--- config.mk ---
export PLATFORM = sky130hd
export DESIGN_NAME = joystick_command_line_parser
export DESIGN_NICKNAME = d
export VERILOG_FILES = /design/src/design/jclp_pkg.sv /design/src/design/jclp_action_decode.sv /design/src/design/jclp_line_step.sv /design/src/design/joystick_command_line_parser.sv
export SDC_FILE = /design/constraint.sdc
export NUM_CORES = 1
export LEC_CHECK = 0
export BUFFER_PORTS_ARGS = -buffer_cell sky130_fd_sc_hd__buf_2
export CAP_MARGIN = 5
export CORE_ASPECT_RATIO = 0.5
export CORE_UTILIZATION = 60
export CTS_BUF_LIST = sky130_fd_sc_hd__clkbuf_4
export DETAILED_ROUTE_END_ITERATION = 6
export HOLD_SLACK_MARGIN = 0.02
export PLACE_DENSITY = 0.82
export SLEW_MARGIN = 25
export SYNTH_ARGS = -nofsm -noshare
export SYNTH_HDL_FRONTEND = slang
export SYNTH_SLANG_ARGS = --single-unit
export TNS_END_PERCENT = 30
--- constraint.sdc ---
create_clock -name clk_i -period 10.3 [get_ports clk_i]
set_clock_uncertainty 0.05 [all_clocks]
set_input_delay 0.515 -clock clk_i [delete_from_list [all_inputs] [get_ports clk_i]]
set_output_delay 0.515 -clock clk_i [all_outputs]
set_load 0.01 [all_outputs]
--- src/design/jclp_pkg.sv ---
package jclp_pkg;

  localparam int unsigned Connections = 4;
  localparam int unsigned LineWrap    = 32;
  localparam int unsigned ConnW       = 2;
  localparam int unsigned CountW      = $clog2(LineWrap);

  localparam logic [7:0] CharNul     = 8'd0;
  localparam logic [7:0] CharNewline = 8'd10;
  localparam logic [7:0] CharSpace   = 8'd32;
  localparam logic [7:0] CharPlus    = 8'd43;
  localparam logic [7:0] CharMinus   = 8'd45;
  localparam logic [7:0] CharZero    = 8'd48;
  localparam logic [7:0] CharNine    = 8'd57;
  localparam logic [7:0] CharTab     = 8'd9;
  localparam logic [7:0] CharCr      = 8'd13;

  localparam logic [31:0] DevJ1 = 32'd74 << 1;
  localparam logic [31:0] DevJ2 = 32'd74 << 2;
  localparam logic [31:0] DevK1 = 32'd75 << 1;
  localparam logic [31:0] DevM1 = 32'd77 << 1;
  localparam logic [31:0] DevP1 = 32'd80 << 1;
  localparam logic [31:0] DevP2 = 32'd80 << 2;

  localparam logic [3:0] DevShiftMask = 4'hF;
  localparam logic [31:0] KeyMask     = 32'h7F;

  typedef enum logic [2:0] {
    ActNone    = 3'd0,
    ActStick0  = 3'd1,
    ActStick1  = 3'd2,
    ActKey     = 3'd3,
    ActPaddleX = 3'd4,
    ActPaddleY = 3'd5
  } action_e;

  typedef enum logic [1:0] {
    PhLead   = 2'd0,
    PhSign   = 2'd1,
    PhDigits = 2'd2,
    PhDone   = 2'd3
  } phase_e;

  typedef enum logic [2:0] {
    TokId   = 3'd0,
    TokX    = 3'd1,
    TokY    = 3'd2,
    TokBtn  = 3'd3,
    TokRest = 3'd4
  } token_e;

  typedef struct packed {
    logic [CountW-1:0] byte_count;
    token_e            token_number;
    logic              inside_token;
    logic              line_cut;
    logic [7:0]        id_first_char;
    logic [7:0]        id_second_char;
    logic [1:0]        id_length;
    phase_e            number_phase;
    logic              number_negative;
    logic [31:0]       number_accum;
    logic [31:0]       saved_x;
    logic [31:0]       saved_y;
    logic [1:0]        saved_buttons;
  } line_t;

  typedef struct packed {
    action_e            action;
    logic signed [23:0] first_axis;
    logic signed [23:0] second_axis;
    logic [1:0]         button_bits;
    logic [6:0]         key_code;
  } result_t;

endpackage

--- src/design/jclp_action_decode.sv ---
module jclp_action_decode import jclp_pkg::*; (
  input  line_t   line_i,
  output result_t result_o
);

  logic [31:0] first_ext;
  logic [31:0] dev;

  always_comb begin
    first_ext = {{24{line_i.id_first_char[7]}}, line_i.id_first_char};
    if (line_i.id_length == 2'd2) begin
      dev = first_ext << (line_i.id_second_char[3:0] & DevShiftMask);
    end else begin
      dev = '0;
    end
  end

  always_comb begin
    result_o = '0;
    if (dev == DevJ1 || dev == DevJ2) begin
      result_o.action      = (dev == DevJ1) ? ActStick0 : ActStick1;
      result_o.first_axis  = line_i.saved_x[31:8];
      result_o.second_axis = line_i.saved_y[31:8];
      result_o.button_bits = line_i.saved_buttons;
    end else if (dev == DevK1) begin
      result_o.action   = ActKey;
      result_o.key_code = 7'(line_i.saved_x & KeyMask);
    end else if (dev == DevP1 || dev == DevP2) begin
      result_o.action      = (dev == DevP1) ? ActPaddleX : ActPaddleY;
      result_o.first_axis  = line_i.saved_x[31:8];
      result_o.button_bits = line_i.saved_buttons;
    end else if (dev == DevM1) begin
      result_o.action = ActNone;
    end
  end

endmodule

--- src/design/jclp_line_step.sv ---
module jclp_line_step import jclp_pkg::*; (
  input  logic       func_i,
  input  logic [7:0] data_byte_i,
  input  line_t      line_i,
  output line_t      line_o,
  output logic       res_valid_o,
  output result_t    result_o
);

  line_t committed;

  function automatic line_t commit(line_t s);
    logic [31:0] v;
    line_t       r;
    r = s;
    v = s.number_negative ? (32'd0 - s.number_accum) : s.number_accum;
    case (s.token_number)
      TokX:    r.saved_x = v;
      TokY:    r.saved_y = v;
      TokBtn:  r.saved_buttons = v[1:0];
      default: ;
    endcase
    if (s.token_number != TokRest) begin
      r.token_number = token_e'(s.token_number + 3'd1);
    end
    r.inside_token = 1'b0;
    return r;
  endfunction

  function automatic line_t token_byte(line_t s, logic [7:0] b);
    line_t       r;
    logic        digit;
    logic [31:0] dval;
    r     = s;
    digit = b inside {[CharZero:CharNine]};
    dval  = {24'd0, b - CharZero};
    if (!s.inside_token) begin
      r.inside_token    = 1'b1;
      r.number_phase    = PhLead;
      r.number_negative = 1'b0;
      r.number_accum    = '0;
    end
    if (s.token_number == TokId) begin
      if (s.id_length == 2'd0) begin
        r.id_first_char = b;
      end else if (s.id_length == 2'd1) begin
        r.id_second_char = b;
      end
      if (s.id_length != 2'd3) begin
        r.id_length = s.id_length + 2'd1;
      end
    end else if (s.token_number != TokRest) begin
      case (r.number_phase)
        PhLead: begin
          if (b inside {[CharTab:CharCr]}) begin
            r.number_phase = PhLead;
          end else if (b == CharPlus || b == CharMinus) begin
            r.number_negative = (b == CharMinus);
            r.number_phase    = PhSign;
          end else if (digit) begin
            r.number_accum = dval;
            r.number_phase = PhDigits;
          end else begin
            r.number_phase = PhDone;
          end
        end
        PhSign, PhDigits: begin
          if (digit) begin
            r.number_accum = (r.number_accum << 3) + (r.number_accum << 1) + dval;
            r.number_phase = PhDigits;
          end else begin
            r.number_phase = PhDone;
          end
        end
        default: ;
      endcase
    end
    return r;
  endfunction

  always_comb begin
    line_o      = line_i;
    committed   = line_i;
    res_valid_o = 1'b0;
    if (func_i) begin
      line_o = '0;
    end else if (data_byte_i == CharNewline) begin
      committed   = line_i.inside_token ? commit(line_i) : line_i;
      res_valid_o = 1'b1;
      line_o      = '0;
    end else begin
      if (!line_i.line_cut) begin
        if (data_byte_i == CharNul) begin
          line_o          = line_i.inside_token ? commit(line_i) : line_i;
          line_o.line_cut = 1'b1;
        end else if (data_byte_i == CharSpace) begin
          line_o = line_i.inside_token ? commit(line_i) : line_i;
        end else begin
          line_o = token_byte(line_i, data_byte_i);
        end
      end
      if (line_i.byte_count == CountW'(LineWrap - 1)) begin
        line_o = '0;
      end else begin
        line_o.byte_count = line_i.byte_count + CountW'(1);
      end
    end
  end

  jclp_action_decode u_decode (
    .line_i   (committed),
    .result_o (result_o)
  );

endmodule

--- src/design/joystick_command_line_parser.sv ---
// Joystick command line parser.
// Input channel (in_valid_i/in_ready_o) carries one request per byte: func_i
// selects a data byte or a clear of the connection's line, connection_i picks
// one of four connections and data_byte_i holds the character. Each
// connection keeps its own partial line; a newline produces one result on
// the output channel (out_valid_o/out_ready_i) with the action code, the two
// axes shifted right by eight, the button bits and the key code. Other bytes
// and clears produce nothing.
// An accepted request is held in the input register; its result is held in
// the result register. One request per cycle is taken sustained while the
// receiver does not stall: per-connection state lives in flip-flops and is
// updated by a single pass of logic between the input and result registers,
// so a request to the same connection in the next cycle sees the update.
// Reset clears every connection's line state and empties both registers.
// When the receiver stalls with a result pending, the processing stage
// holds, and in_ready_o drops once the input register is also full.
module joystick_command_line_parser import jclp_pkg::*; (
  input  logic                clk_i,
  input  logic                rst_ni,
  input  logic                in_valid_i,
  output logic                in_ready_o,
  input  logic                func_i,
  input  logic [ConnW-1:0]    connection_i,
  input  logic [7:0]          data_byte_i,
  output logic                out_valid_o,
  input  logic                out_ready_i,
  output logic [2:0]          action_o,
  output logic signed [23:0]  first_axis_o,
  output logic signed [23:0]  second_axis_o,
  output logic [1:0]          button_bits_o,
  output logic [6:0]          key_code_o
);

  logic             in_valid_q, in_valid_d;
  logic             func_q;
  logic [ConnW-1:0] conn_q;
  logic [7:0]       byte_q;
  logic             out_valid_q, out_valid_d;
  result_t          res_q;
  line_t            state_q [Connections];

  logic    stage_go;
  logic    conn_ok;
  line_t   next_line;
  logic    res_valid;
  result_t result;

  assign stage_go   = !out_valid_q || out_ready_i;
  assign in_ready_o = !in_valid_q || stage_go;
  assign conn_ok    = 32'(conn_q) < Connections;

  assign in_valid_d  = in_ready_o ? in_valid_i : in_valid_q;
  assign out_valid_d = stage_go ? (in_valid_q && conn_ok && res_valid) : out_valid_q;

  jclp_line_step u_step (
    .func_i      (func_q),
    .data_byte_i (byte_q),
    .line_i      (state_q[conn_q]),
    .line_o      (next_line),
    .res_valid_o (res_valid),
    .result_o    (result)
  );

  always_ff @(posedge clk_i or negedge rst_ni) begin
    if (!rst_ni) begin
      in_valid_q  <= 1'b0;
      out_valid_q <= 1'b0;
      state_q     <= '{default: '0};
    end else begin
      in_valid_q  <= in_valid_d;
      out_valid_q <= out_valid_d;
      if (stage_go && in_valid_q && conn_ok) begin
        state_q[conn_q] <= next_line;
      end
    end
  end

  always_ff @(posedge clk_i) begin
    if (in_valid_i && in_ready_o) begin
      func_q <= func_i;
      conn_q <= connection_i;
      byte_q <= data_byte_i;
    end
    if (stage_go && in_valid_q) begin
      res_q <= result;
    end
  end

  assign out_valid_o   = out_valid_q;
  assign action_o      = res_q.action;
  assign first_axis_o  = res_q.first_axis;
  assign second_axis_o = res_q.second_axis;
  assign button_bits_o = res_q.button_bits;
  assign key_code_o    = res_q.key_code;

`ifndef SYNTHESIS
  a_stall_blocks_input: assert property (@(posedge clk_i) disable iff (!rst_ni)
    in_valid_q && out_valid_q && !out_ready_i |-> !in_ready_o)
    else $error("input taken while both stages are blocked");

  a_newline_gives_result: assert property (@(posedge clk_i) disable iff (!rst_ni)
    stage_go && in_valid_q && conn_ok && !func_q && byte_q == CharNewline
    |=> out_valid_q)
    else $error("newline did not produce a result");

  a_key_fields_clear: assert property (@(posedge clk_i) disable iff (!rst_ni)
    out_valid_o && action_o == ActKey
    |-> first_axis_o == 24'sd0 && second_axis_o == 24'sd0 && button_bits_o == 2'd0)
    else $error("key result carries axis or button data");

  a_second_axis_stick_only: assert property (@(posedge clk_i) disable iff (!rst_ni)
    out_valid_o && action_o != ActStick0 && action_o != ActStick1
    |-> second_axis_o == 24'sd0)
    else $error("second axis set on a non-stick result");
`endif

endmodule
==> flow_summary.json, run 1 <==
{
  "status": "complete, no violations",
  "power.leakage_uw": 0.0148,
  "die_width_um": 311,
  "clock_latency_ns": 0.90,
  "grt_pass1_wl_um": 124000,
  "cts_max_level": 3,
  "cts_setup_buffers": 0,
  "netlist_top_cells_count": "1,154 x nand2_1, 466 x dfrtp_1, 199 x nor2_1, 145 x clkbuf_1, 137 x o21ai_0",
  "crit_fanout": 82,
  "final_antenna_net_count": 0,
  "yosysWarnings": 0,
  "ys_async_sr_fraction_pct": 86.8,
  "hold_buffers": 15,
  "fin_crit_sh_pct": 58.3,
  "worst_slew_pin_slew_ns": 1.12,
  "cts_buffers": 119,
  "syn-num-nets": 3156,
  "first_pass_iters": 7,
  "drc_errors": 0,
  "cp-start-kind": "register",
  "cts_tree": "built",
  "synth_top_area_share_pct": 40.8,
  "synth_edf_count": 71,
  "grt_pass1_vias": 23300,
  "cp-startpoint": "conn_q[0]",
  "place_ws_ns": 4.36,
  "cp.arrival_ns": 6.73,
  "power_uw": 4500,
  "setup_viol": 0,
  "synth_area_per_cell_um2": 9.30,
  "vias_per_cell": 6.15,
  "cts_resized": 0,
  "nets": 3197,
  "io_buffers": 76,
  "dp_hpwl_um": 46300,
  "slew_viol_final": 0,
  "holdWs_ns": 0.299,
  "rsz0062_at_grt": "false",
  "drt_iter0_drc": 2729,
  "hp-class": "in2reg",
  "fin_crit_ns": 6.00,
  "die_area_um2": 48600,
  "min_from": "data_byte_i[7]",
  "synth_area_um2": 28600,
  "gp_congestion": 0.970,
  "grt_max_degree": 169,
  "final_layout_size_suffix_gt1_share_pct": 15.3,
  "antenna_found_initial": 1,
  "clk_pin_slew_ns": 0.08,
  "yosysSeqAreaShare_pct": 48.3,
  "p_per_area_nw_per_um2": 145,
  "wl_um": 77700,
  "core_um2": 46900,
  "grt_overflow": 0,
  "start_util_pct": 60.9,
  "synth.most_common_cell": "nand2_1",
  "end_kind": "register",
  "grtUsageTotal_pct": 32.2,
  "vdd_ir_drop_max_uv": 78.6,
  "final.setup.worst_slack_ns": 4.30,
  "relSlewSlack_pct": 24.6,
  "vias": 23700,
  "synth_area_leader_cell": "dfrtp_1",
  "setup_tns_ns": 0,
  "pin_count": 77,
  "wl_per_cell_um": 20.2,
  "setup.worst_path.class": "reg2reg",
  "syn_to_final_growth_pct": 8.74,
  "rows": 56,
  "synthTopCellsByArea": "dfrtp_1 41%, nand2_1 15%, mux4_2 9.2%, edfxtp_1 7.5%, ha_1 3.0%",
  "ctsRootBufferMaster": "clkbuf_4",
  "fmaxAchievable_mhz": 167,
  "synth.distinct_cells": 70,
  "cp.required_ns": 11.03,
  "drv_cap": 0,
  "die_h_um": 156,
  "hold_viol_final": 0,
  "nFillCells": 3581,
  "ys.flop_type": "dfrtp_1",
  "ys_ff_latch": 537,
  "synthCells": 3072,
  "cts_max_path_buffers": 3,
  "reg2reg_from": "conn_q[0]",
  "clock_sinks": 537
}
==> critical path, stage by stage (launching register included) <==
cell	delay, ns
edfxtp_1	0.39
buf_12	0.56
buf_4	0.88
mux4_2	0.69
and2_1	0.22
ha_1	0.30
ha_1	0.37
nand2_1	0.14
nor2_1	0.16
nand4_1	0.11
o21ai_0	0.34
a31oi_1	0.26
o31ai_1	0.39
a21o_1	0.17
mux2_2	0.32
a21oi_1	0.23
mux2_2	0.20
==> report_power, final <==
part / internal [uW] / switching, uW / total (uW) / leakage, uW
registers: 2220 / 40.5 / 2260 / 0.00718
clock network: 856 / 864 / 1720 / 0.000943
logic: 166 / 350 / 516 / 0.00663
total: 3240 / 1250 / 4500 / 0.0148
==> sequential cells by signal (all words and copies together), names as in the netlist <==
signal and cells:
first_axis_o 24, state_q 464, byte_q 8, action_o 3
key_code_o 7, second_axis_o 24, out_valid_o 1, conn_q 2
in_valid_q 1, button_bits_o 2, func_q 1
==> path summary, 6_finish.rpt <==
| check | to | slack, ns | cells past startpoint |
|---|---|---|---|
| min in group asynchronous | state_q[304] | 0.53 | 3 |
| max reg2reg | state_q[96] | 4.30 | 16 |
| min | byte_q[7] | 0.30 | 2 |
| min reg2reg | state_q[230] | 0.42 | 2 |
| max | state_q[96] | 4.30 | 16 |
| max in group asynchronous | state_q[221] | 7.25 | 6 |
==> cells in the final DEF (no fill, tap or decap), drive strengths merged, types with 5 or more instances in the layout <==
cell	n
nand2b	10
edfxtp	71
o41ai	5
nand3	16
o21bai	6
a32oi	8
nor2b	11
a21o	17
mux2	31
a21oi	127
or2	8
o22ai	5
a22oi	17
o211ai	9
a31oi	14
or3	15
buf	110
nor4	6
nand2	1154
inv	26
clkinv	25
mux2i	31
and3	17
dfrtp	466
nor3	21
or4	7
a211oi	25
clkbuf	188
a22o	8
o31ai	56
xnor2	33
dlygate4sd3	16
xor2	34
nor2	199
ha	68
mux4	117
o21a	10
and2	31
o21ai	149
==> stage by stage <==
| stage | instances | utilization (%) | area, um^2 |
|---|---|---|---|
| 6_report | 3850 | 66.2 | 31100 |
| 3_3_place_gp | 3612 | 62.3 | 29300 |
| 5_1_grt | 3850 | 66.2 | 31100 |
| 2_1_floorplan | 3072 | - | 28600 |
| 4_1_cts | 3846 | 66.0 | 31000 |
| 3_5_place_dp | 3612 | 62.3 | 29300 |
==> layout make-up <==
class	instances	area, um^2	area share [%]
Sequential cell	537	13800	44.4
Multi-Input combinational cell	2306	13900	44.8
Antenna cell	1	2.50	0.00805
Timing Repair Buffer	126	883	2.84
Inverter	23	86.3	0.278
Tap cell	638	798	2.57
Clock buffer	188	1410	4.54
Clock inverter	31	178	0.572
==> cells by family (layout without fill, tap and decap cells) <==
| logic type | after synthesis | after routing | synth area share [%] |
|---|---|---|---|
| simple gates | 1510 | 1510 | 21.2 |
| flops | 537 | 537 | 48.3 |
| compound gates | 481 | 481 | 10.6 |
| buf+inv | 229 | 368 | 3.29 |
| mux | 179 | 179 | 11.5 |
| fa+ha+maj | 69 | 69 | 3.05 |
| xor+xnor | 67 | 67 | 2.05 |
| other cells | 0 | 1 | 0 |
==> per-layer routing <==
metal	track usage, %	up-vias	part of all wire, %
met5	0	-	0
met4	11.6	0	2.6
met2	50.6	1224	46
met1	44.5	11600	41
li1	-	10600	-
met3	7.04	179	11
Note: power is estimated with default switching activity, not from simulation.
==> run 2, diff against run 1 <==
--- a/config.mk
+++ b/config.mk
@@ -8,11 +8,11 @@
 export BUFFER_PORTS_ARGS = -buffer_cell sky130_fd_sc_hd__buf_2
 export CAP_MARGIN = 5
 export CORE_ASPECT_RATIO = 0.5
-export CORE_UTILIZATION = 60
+export CORE_UTILIZATION = 59
 export CTS_BUF_LIST = sky130_fd_sc_hd__clkbuf_4
 export DETAILED_ROUTE_END_ITERATION = 6
 export HOLD_SLACK_MARGIN = 0.02
-export PLACE_DENSITY = 0.82
+export PLACE_DENSITY = 0.84
 export SLEW_MARGIN = 25
 export SYNTH_ARGS = -nofsm -noshare
 export SYNTH_HDL_FRONTEND = slang
==> constraint.sdc (replaced) <==
create_clock -name clk_i -period 4.8 [get_ports clk_i]
set_clock_uncertainty 0.05 [all_clocks]
set_input_delay 0.24 -clock clk_i [delete_from_list [all_inputs] [get_ports clk_i]]
set_output_delay 0.24 -clock clk_i [all_outputs]
set_load 0.01 [all_outputs]
==> run 2 against run 1 <==
Against the previous run: sequential power up 110%; count of clock-buffer cells in the layout increased by 1; critical path depth grew 1; global-route usage about the same; register-to-register slack got worse by 4.1 ns; final area rose by 2.0%; sequential share of layout area decreased by 0.85 points; setup slack got worse by 4.1 ns; core utilization grew 0.80 points; maximum frequency up 31%; combinational power grew 130%; highest routed layer unchanged.
==> flow_summary.json, run 2 (synthesis gave the netlist of run 1 again) <==
{
  "end_kind": "register",
  "power.leakage_uw": 0.0151,
  "wl_um": 78700,
  "mostFrequentLayoutCell": "nand2_1",
  "slew_viol_final": 0,
  "drt_iter0_drc": 2833,
  "cts_max_path_buffers": 3,
  "drc_errors": 0,
  "antenna_found_initial": 2,
  "hp-class": "in2reg",
  "final_layout_size_suffix_gt1_share_pct": 16.8,
  "wl_per_cell_um": 20.2,
  "max_stage_delay_ns": 0.66,
  "setup_tns_ns": 0,
  "cp.arrival_ns": 5.22,
  "internal_power_uw": 6940,
  "pin_count": 77,
  "regMostFlops": "state_q",
  "fin_crit_ns": 4.59,
  "grt_max_degree": 163,
  "setup.worst_path.class": "reg2reg",
  "cts_tree": "built",
  "post-route-cell-area_um2": 31700,
  "cts_buffers": 117,
  "grt_pass1_wl_um": 125000,
  "slowest_stage": "mux4_2",
  "comb_power_share_pct": 12.2,
  "layout_common_cells": "1,152 x nand2_1, 466 x dfrtp_1, 198 x nor2_1",
  "clk_pin_slew_ns": 0.07,
  "crit_chain": "buf_12, mux4_2, xnor2_1, nor2_1, ha_1, a21o_1, ha_1, o21ai_0, o21bai_1, a21o_1, a21oi_2, o41a_1, o21ai_0, xor2_1, a31o_2, a32oi_2, o21ai_0",
  "core_um2": 47300,
  "ctsRootBufferMaster": "clkbuf_4",
  "clkPwrFrac_pct": 37.7,
  "gp_congestion": 0.984,
  "cp.required_ns": 5.43,
  "setup_viol": 0,
  "die_h_um": 158,
  "fin_crit_sh_pct": 95.6,
  "cts_max_level": 3,
  "nets": 3252,
  "io_buffers": 76,
  "die_area_um2": 49400,
  "placed_area_um2": 29700,
  "p_per_area_nw_per_um2": 305,
  "first_pass_iters": 6,
  "vias_per_cell": 6.15,
  "rows": 56,
  "relSlewSlack_pct": 32.2,
  "cp_common_cell": "o21ai_0",
  "fmaxAchievable_mhz": 218,
  "grt_pass1_vias": 23700,
  "drv_cap": 0,
  "grt_overflow": 0,
  "pwr-share-seq_pct": 50.1,
  "crit_fanout": 13,
  "dp_hpwl_um": 48800,
  "grtUsageTotal_pct": 32.2,
  "die_width_um": 313,
  "switching_power_uw": 2730,
  "swShare_pct": 28.3,
  "status": "complete, no violations",
  "rsz0062_at_grt": "false",
  "cp-start-kind": "register",
  "clock_latency_ns": 0.91,
  "vias": 24000,
  "final_util_pct": 67.0,
  "worst_slew_pin_slew_ns": 1.01,
  "vdd_ir_drop_max_uv": 130,
  "largest_reg_flops": 464,
  "hold_viol_final": 0,
  "clock_sinks": 537,
  "final_antenna_net_count": 0,
  "start_util_pct": 60.4,
  "syn_to_final_growth_pct": 10.9
}
## run 2: changes by cell type in the layout (fill, tap and decap cells not counted), sizes merged
| cell | change |
|---|---|
| buf | +45 |
| bufinv | -1 |
| clkbuf | +2 |
| clkinv | -5 |
| clkinvlp | -2 |
| diode | +1 |
| dlygate4sd3 | +11 |
| inv | +2 |
## run 2: metal layers
| layer | part of all wire, % | GRT usage, % |
|---|---|---|
| met1 | 40 | 43.0 |
| met2 | 46 | 49.9 |
| met3 | 11 | 9.38 |
| met4 | 2.6 | 12.8 |
| met5 | 0 | 0 |
## run 2: path summary, 6_finish.rpt
kind | start | end | slack (ns) | cells after the start
worst max-delay path | conn_q[0] | state_q[343] | 0.21 | 17
worst min-delay path | out_ready_i | out_valid_o | 0.16 | 4
worst max register to register | conn_q[0] | state_q[343] | 0.21 | 17
worst min register to register | state_q[0] | state_q[0] | 0.42 | 2
max in group asynchronous | rst_ni | state_q[177] | 3.35 | 4
min in group asynchronous | rst_ni | state_q[258] | 0.53 | 4
## run 2: worst max-delay path, delay by kind of cell (launching register included)
kind	cells	cell delay, ns
mux	1	0.66
xor+xnor	2	0.33
buf+inv	1	0.20
fa+ha+maj	2	0.50
flops	1	0.39
compound gates	10	2.17
simple gates	1	0.06
## run 2: through the flow
step	power, uW	hold slack, ns	cells	setup slack (ns)
after floorplan	5670	-0.106	3072	0.00644
after global placement	6020	0.214	3651	0.304
after detailed placement	6050	0.214	3651	0.164
after CTS	9650	0.0885	3893	0.0780
after global routing	10000	0.158	3903	0.00699
final	9670	0.159	3903	0.210
## run 2: area by class of cell
cell class              instances  area (um^2)
well taps                     638          798
clock inverters                25          113
inverters                      23         86.3
flip-flops and latches        537        13800
clock buffers                 189         1420
repair buffers                183         1460
multi-input cells            2306        14000
fillers                      3485        15600
diodes                          2         5.00
## run 2: repair_timing
action | CTS | global route
hold endpoints to repair | 476 | 0
buffers inserted | 0 | 7
setup endpoints to repair | 0 | 36
resized for setup | 0 | 11
hold buffers | 28 | 0
## run 2: power groups by stage
stage               sequential (uW)  clock, uW  combinational, uW
finish                         4850       3650               1180
global route                   4860       3890               1270
CTS                            4840       3660               1140
detailed placement             4930          0               1120
global placement               4920          0               1090
floorplan                      4910          0                751
